File: src/rtl/core/tcwp_pkg.sv
// shared constants, types and helper functions of the world-position unit
`timescale 1ns / 1ps
package tcwp_pkg;

    localparam int NODES    = 1024;
    localparam int IDX_W    = $clog2(NODES);
    localparam int HOP_MAX  = 256;
    localparam int LIMIT_W  = 9;
    localparam int RND_W    = 48;
    localparam int ACC_W    = 50;

    localparam logic [2:0] OP_POS   = 3'd0;
    localparam logic [2:0] OP_ROT   = 3'd1;
    localparam logic [2:0] OP_SCALE = 3'd2;
    localparam logic [2:0] OP_PAR   = 3'd3;
    localparam logic [2:0] OP_QUERY = 3'd4;

    typedef logic signed [RND_W-1:0] rnd_t;
    typedef rnd_t qprod_t [9];

    // clamp a wide signed value into signed 32 bits
    function automatic logic signed [31:0] sat32(input logic signed [ACC_W-1:0] x);
        logic signed [31:0] r;
        if (x > $signed({{(ACC_W-32){1'b0}}, 32'h7fff_ffff}))
            r = 32'sh7fff_ffff;
        else if (x < $signed({{(ACC_W-32){1'b1}}, 32'h8000_0000}))
            r = 32'sh8000_0000;
        else
            r = x[31:0];
        return r;
    endfunction

    // rotation coefficient k(i,j), idx = 3*i + j; products xx yy zz xy xz yz xw yw zw
    function automatic logic signed [31:0] kcoef(input logic [3:0] idx, input qprod_t q);
        logic signed [ACC_W-1:0] p0;
        logic signed [ACC_W-1:0] p1;
        logic signed [ACC_W-1:0] s;
        p0 = '0;
        p1 = '0;
        s  = '0;
        case (idx)
            4'd0: begin p0 = ACC_W'(q[1]); p1 = ACC_W'(q[2]); s = -(p0 + p1); end
            4'd1: begin p0 = ACC_W'(q[3]); p1 = ACC_W'(q[8]); s = p0 - p1; end
            4'd2: begin p0 = ACC_W'(q[4]); p1 = ACC_W'(q[7]); s = p0 + p1; end
            4'd3: begin p0 = ACC_W'(q[3]); p1 = ACC_W'(q[8]); s = p0 + p1; end
            4'd4: begin p0 = ACC_W'(q[0]); p1 = ACC_W'(q[2]); s = -(p0 + p1); end
            4'd5: begin p0 = ACC_W'(q[5]); p1 = ACC_W'(q[6]); s = p0 - p1; end
            4'd6: begin p0 = ACC_W'(q[4]); p1 = ACC_W'(q[7]); s = p0 - p1; end
            4'd7: begin p0 = ACC_W'(q[5]); p1 = ACC_W'(q[6]); s = p0 + p1; end
            4'd8: begin p0 = ACC_W'(q[0]); p1 = ACC_W'(q[1]); s = -(p0 + p1); end
            default: s = '0;
        endcase
        return sat32(s <<< 1);
    endfunction

endpackage

File: src/rtl/core/tcwp_mul.sv
// shared signed 32x32 multiplier with registered operands and product, and q16 rounding
`timescale 1ns / 1ps
module tcwp_mul (
    input  logic                  clk,
    input  logic signed [31:0]    a,
    input  logic signed [31:0]    b,
    output tcwp_pkg::rnd_t        rnd
);
    import tcwp_pkg::*;

    logic signed [31:0] a_reg;
    logic signed [31:0] b_reg;
    logic signed [63:0] p_reg;
    logic signed [63:0] biased;

    always_ff @(posedge clk)
    begin
        a_reg <= a;
        b_reg <= b;
        p_reg <= a_reg * b_reg;
    end

    // round half up, floor shift by 16
    assign biased = p_reg + 64'sd32768;
    assign rnd    = biased[63:16];

endmodule

File: config.mk
export PLATFORM = sky130hd
export DESIGN_NAME = tcwp_mul
export DESIGN_NICKNAME = d
export VERILOG_FILES = /design/src/rtl/core/tcwp_pkg.sv /design/src/rtl/core/tcwp_mul.sv
export SDC_FILE = /design/constraint.sdc
export NUM_CORES = 2
export LEC_CHECK = 0
export BUFFER_PORTS_ARGS = -buffer_cell sky130_fd_sc_hd__buf_4
export CORE_MARGIN = 2
export CORE_UTILIZATION = 55
export DETAILED_ROUTE_END_ITERATION = 10
export HOLD_SLACK_MARGIN = 0.02
export PLACE_DENSITY = 0.72
export SLEW_MARGIN = 20
export SYNTH_ARGS = -nofsm -noshare
export SYNTH_HDL_FRONTEND = slang
export SYNTH_SLANG_ARGS = --single-unit
File: constraint.sdc
create_clock -name clk -period 8.82 [get_ports clk]
set_input_delay 0.882 -clock clk [delete_from_list [all_inputs] [get_ports clk]]
set_output_delay 0.882 -clock clk [all_outputs]
set_load 0.03 [all_outputs]
==> flow_metrics.tcl <==
set metrics [dict create \
    mostFrequentLayoutCell "sky130_fd_sc_hd__fa_1" \
    groute.usage.overall 0.293 \
    start_util 0.553 \
    final.period_utilization 0.912 \
    setup_slack_ps 778 \
    wl_per_cell_um 19.6 \
    clock_sink_count 113 \
    clock_latency_ps 500 \
    dieWidth_um 269 \
    tightestPinTransition_ps 1120 \
    max_slew_margin 0.256 \
    die_h_um 269 \
    ys.warnings.count 0 \
    cts_resized 0 \
    multi_input_comb_area_um2 31900 \
    timing.setup.tns_ps 0 \
    post_route_cells_drive_above_1_share 0.0633 \
    ios 113 \
    worstSetupStartpointType "flip-flop" \
    gp_routability_congestion 0.937 \
    worstPathMaxFanout 25 \
    drt_iter0_drc 1489 \
    min_path_type "in -> reg" \
    synth_area_per_inst_um2 9.62 \
    synth.net_count 5335 \
    postSynth.asyncResetShare 0 \
    grt_setup_unrepaired "false" \
    slew_violations 0 \
    time_the_final_worst_path_needs_with_i_o_delays_and_setup_ps 8040 \
    cts_hold_repair.buffers 0 \
    setup.worst_path.end_class "flip-flop" \
    first_pass_grt_wire_length_um 160000 \
    arrival_ps 8460 \
    first_global_vias 30600 \
    synthTopCellsByArea "sky130_fd_sc_hd__fa_1 (56%), sky130_fd_sc_hd__inv_1 (9.6%), sky130_fd_sc_hd__and2_1 (8.4%), sky130_fd_sc_hd__ha_1 (5.9%), sky130_fd_sc_hd__dfxtp_1 (5.9%)" \
    count_of_flip_flops_with_a_built_in_enable_after_synthesis 0 \
    layout_common_cells "sky130_fd_sc_hd__fa_1 (1081), sky130_fd_sc_hd__inv_1 (990), sky130_fd_sc_hd__nand2_1 (520)" \
    design.final.nets 5374 \
    worst_ep_required_time_ps 9230 \
    post-cts-setup-buffers 0 \
    maxClockFrequency_mhz 124 \
    clk_path_buf_depth 2 \
    largest_register_ffs 49 \
    route.vias.total 26700 \
    primary_flip_flop_cell_chosen_by_synthesis_mapping "sky130_fd_sc_hd__dfxtp_1" \
    clock_skew_ps 16.5 \
    post_layout_nonfiller_instances 5002 \
    cts_max_level 4 \
    summed_instance_area_of_the_synthesized_netlist_um2 38600 \
    drc_errors 0 \
    timing.final.setup_violations 0 \
    ctsRootBufferMaster "sky130_fd_sc_hd__clkbuf_16" \
    die-area_um2 72200 \
    post_drt_via_cell_ratio 5.34 \
    post-place-ws_ps 843 \
    cts.reportedPaths.clkPinSlew_ps 70 \
    final_hold_viol_count 0 \
    cts_tree "yes" \
    area.sequential_um2 2260 \
    totalWireLength_um 97800 \
    yosysTopAreaCellShare 0.561 \
    drt.antenna.violating_nets 0 \
    grt_antenna_before_repair 1 \
    yosys_register_bits 113 \
    dpl.cell_count 4968 \
    result_of_the_run "completed" \
    path_class "reg -> reg" \
    grt.overflow.total 0 \
    fillCellCount 5976 \
    yosysTopAreaCell "sky130_fd_sc_hd__fa_1" \
    netlist_instances 4008 \
    grt_start_max_net_pins 33 \
    core_area_um2 69700 \
    drt_pre_antenna_iters 5 \
    flow.area_growth_from_synthesis_pct 7.01 \
    placement_row_count 97 \
    max-cap-violations 0 \
    dp_hpwl_um 83500 \
    synth_cell_type_count 46 \
    cts_buffers 17 \
    placement.io_buffers 112 \
    synth-seq-area-share 0.0587 \
]
## worst max-delay path, stage by stage, from the launching register on
cell and delay (ps):
sky130_fd_sc_hd__dfxtp_1 1040, sky130_fd_sc_hd__and2_1 260, sky130_fd_sc_hd__fa_1 430, sky130_fd_sc_hd__inv_1 250, sky130_fd_sc_hd__fa_1 470, sky130_fd_sc_hd__inv_1 230
sky130_fd_sc_hd__fa_1 500, sky130_fd_sc_hd__fa_1 530, sky130_fd_sc_hd__inv_1 200, sky130_fd_sc_hd__fa_1 540, sky130_fd_sc_hd__inv_1 60, sky130_fd_sc_hd__fa_1 530
sky130_fd_sc_hd__inv_1 50, sky130_fd_sc_hd__fa_1 480, sky130_fd_sc_hd__inv_1 60, sky130_fd_sc_hd__fa_1 450, sky130_fd_sc_hd__ha_1 340, sky130_fd_sc_hd__a21oi_1 250
sky130_fd_sc_hd__inv_1 90, sky130_fd_sc_hd__a21o_1 190, sky130_fd_sc_hd__and2_1 160, sky130_fd_sc_hd__or2_2 310, sky130_fd_sc_hd__o2111ai_1 300, sky130_fd_sc_hd__nand3b_1 110
sky130_fd_sc_hd__a32oi_1 140
## layer usage
layer / GRT usage / wire length, µm / vias up
met3: 0.0405 / 4540 / 311
li1: - / - / 11500
met5: 0 / 0 / -
met2: 0.526 / 51900 / 838
met1: 0.337 / 35200 / 14100
met4: 0.166 / 6170 / 0
## cell usage after synthesis (9+ instances only)
library cell and instances:
sky130_fd_sc_hd__ha_1 181, sky130_fd_sc_hd__inv_1 990, sky130_fd_sc_hd__nand2_1 520, sky130_fd_sc_hd__nand3_1 20
sky130_fd_sc_hd__clkbuf_1 193, sky130_fd_sc_hd__nor3_1 12, sky130_fd_sc_hd__dfxtp_1 113, sky130_fd_sc_hd__xor2_1 30
sky130_fd_sc_hd__o21ai_0 20, sky130_fd_sc_hd__a21o_1 25, sky130_fd_sc_hd__nand2b_1 9, sky130_fd_sc_hd__and3_1 11
sky130_fd_sc_hd__fa_1 1081, sky130_fd_sc_hd__nor2_1 60, sky130_fd_sc_hd__xnor2_1 79, sky130_fd_sc_hd__o21a_1 9
sky130_fd_sc_hd__nand4_1 20, sky130_fd_sc_hd__a21oi_1 47, sky130_fd_sc_hd__and4_1 11, sky130_fd_sc_hd__and2_1 518
## area by class of cell
type                       instances  area share
multi-input combinational       2712       0.772
inverter                         990      0.0901
sequential                       113      0.0548
timing repair buffer             213      0.0394
tap                              940      0.0285
clock buffer                      17      0.0103
clock inverter                    15     0.00479
antenna                            2    0.000121
## path summary, 6_finish.rpt
check                        start           endpoint  slack, ps  cells after the start
setup reg to reg  b_reg[7]$_DFF_P_  p_reg[63]$_DFF_P_        780                     24
hold reg to reg   a_reg[0]$_DFF_P_  p_reg[15]$_DFF_P_       1570                      6
hold / removal                a[3]   a_reg[3]$_DFF_P_        490                      1
setup / recovery  b_reg[7]$_DFF_P_  p_reg[63]$_DFF_P_        780                     24
## metrics by stage
stage	hold WS (ps)	cell area, µm²	utilization
after global placement	987	40600	0.583
final	485	41300	0.592
after floorplan	854	38600	-
after CTS	459	41300	0.592
after detailed placement	988	40600	0.583
after global routing	468	41300	0.592
## logic make-up after synthesis
group                      Yosys count  synth area share
DFF                                113            0.0587
AOI/OAI and AO/OA                  144            0.0250
adders and majority gates         1262             0.620
and+or+nand+nor                   1197             0.156
buffers and inverters             1183             0.115
xor gates and xnor gates           109            0.0248
Power is not shown: default switching activity piles up to over one toggle a cycle in this logic, so the estimate is an artifact.
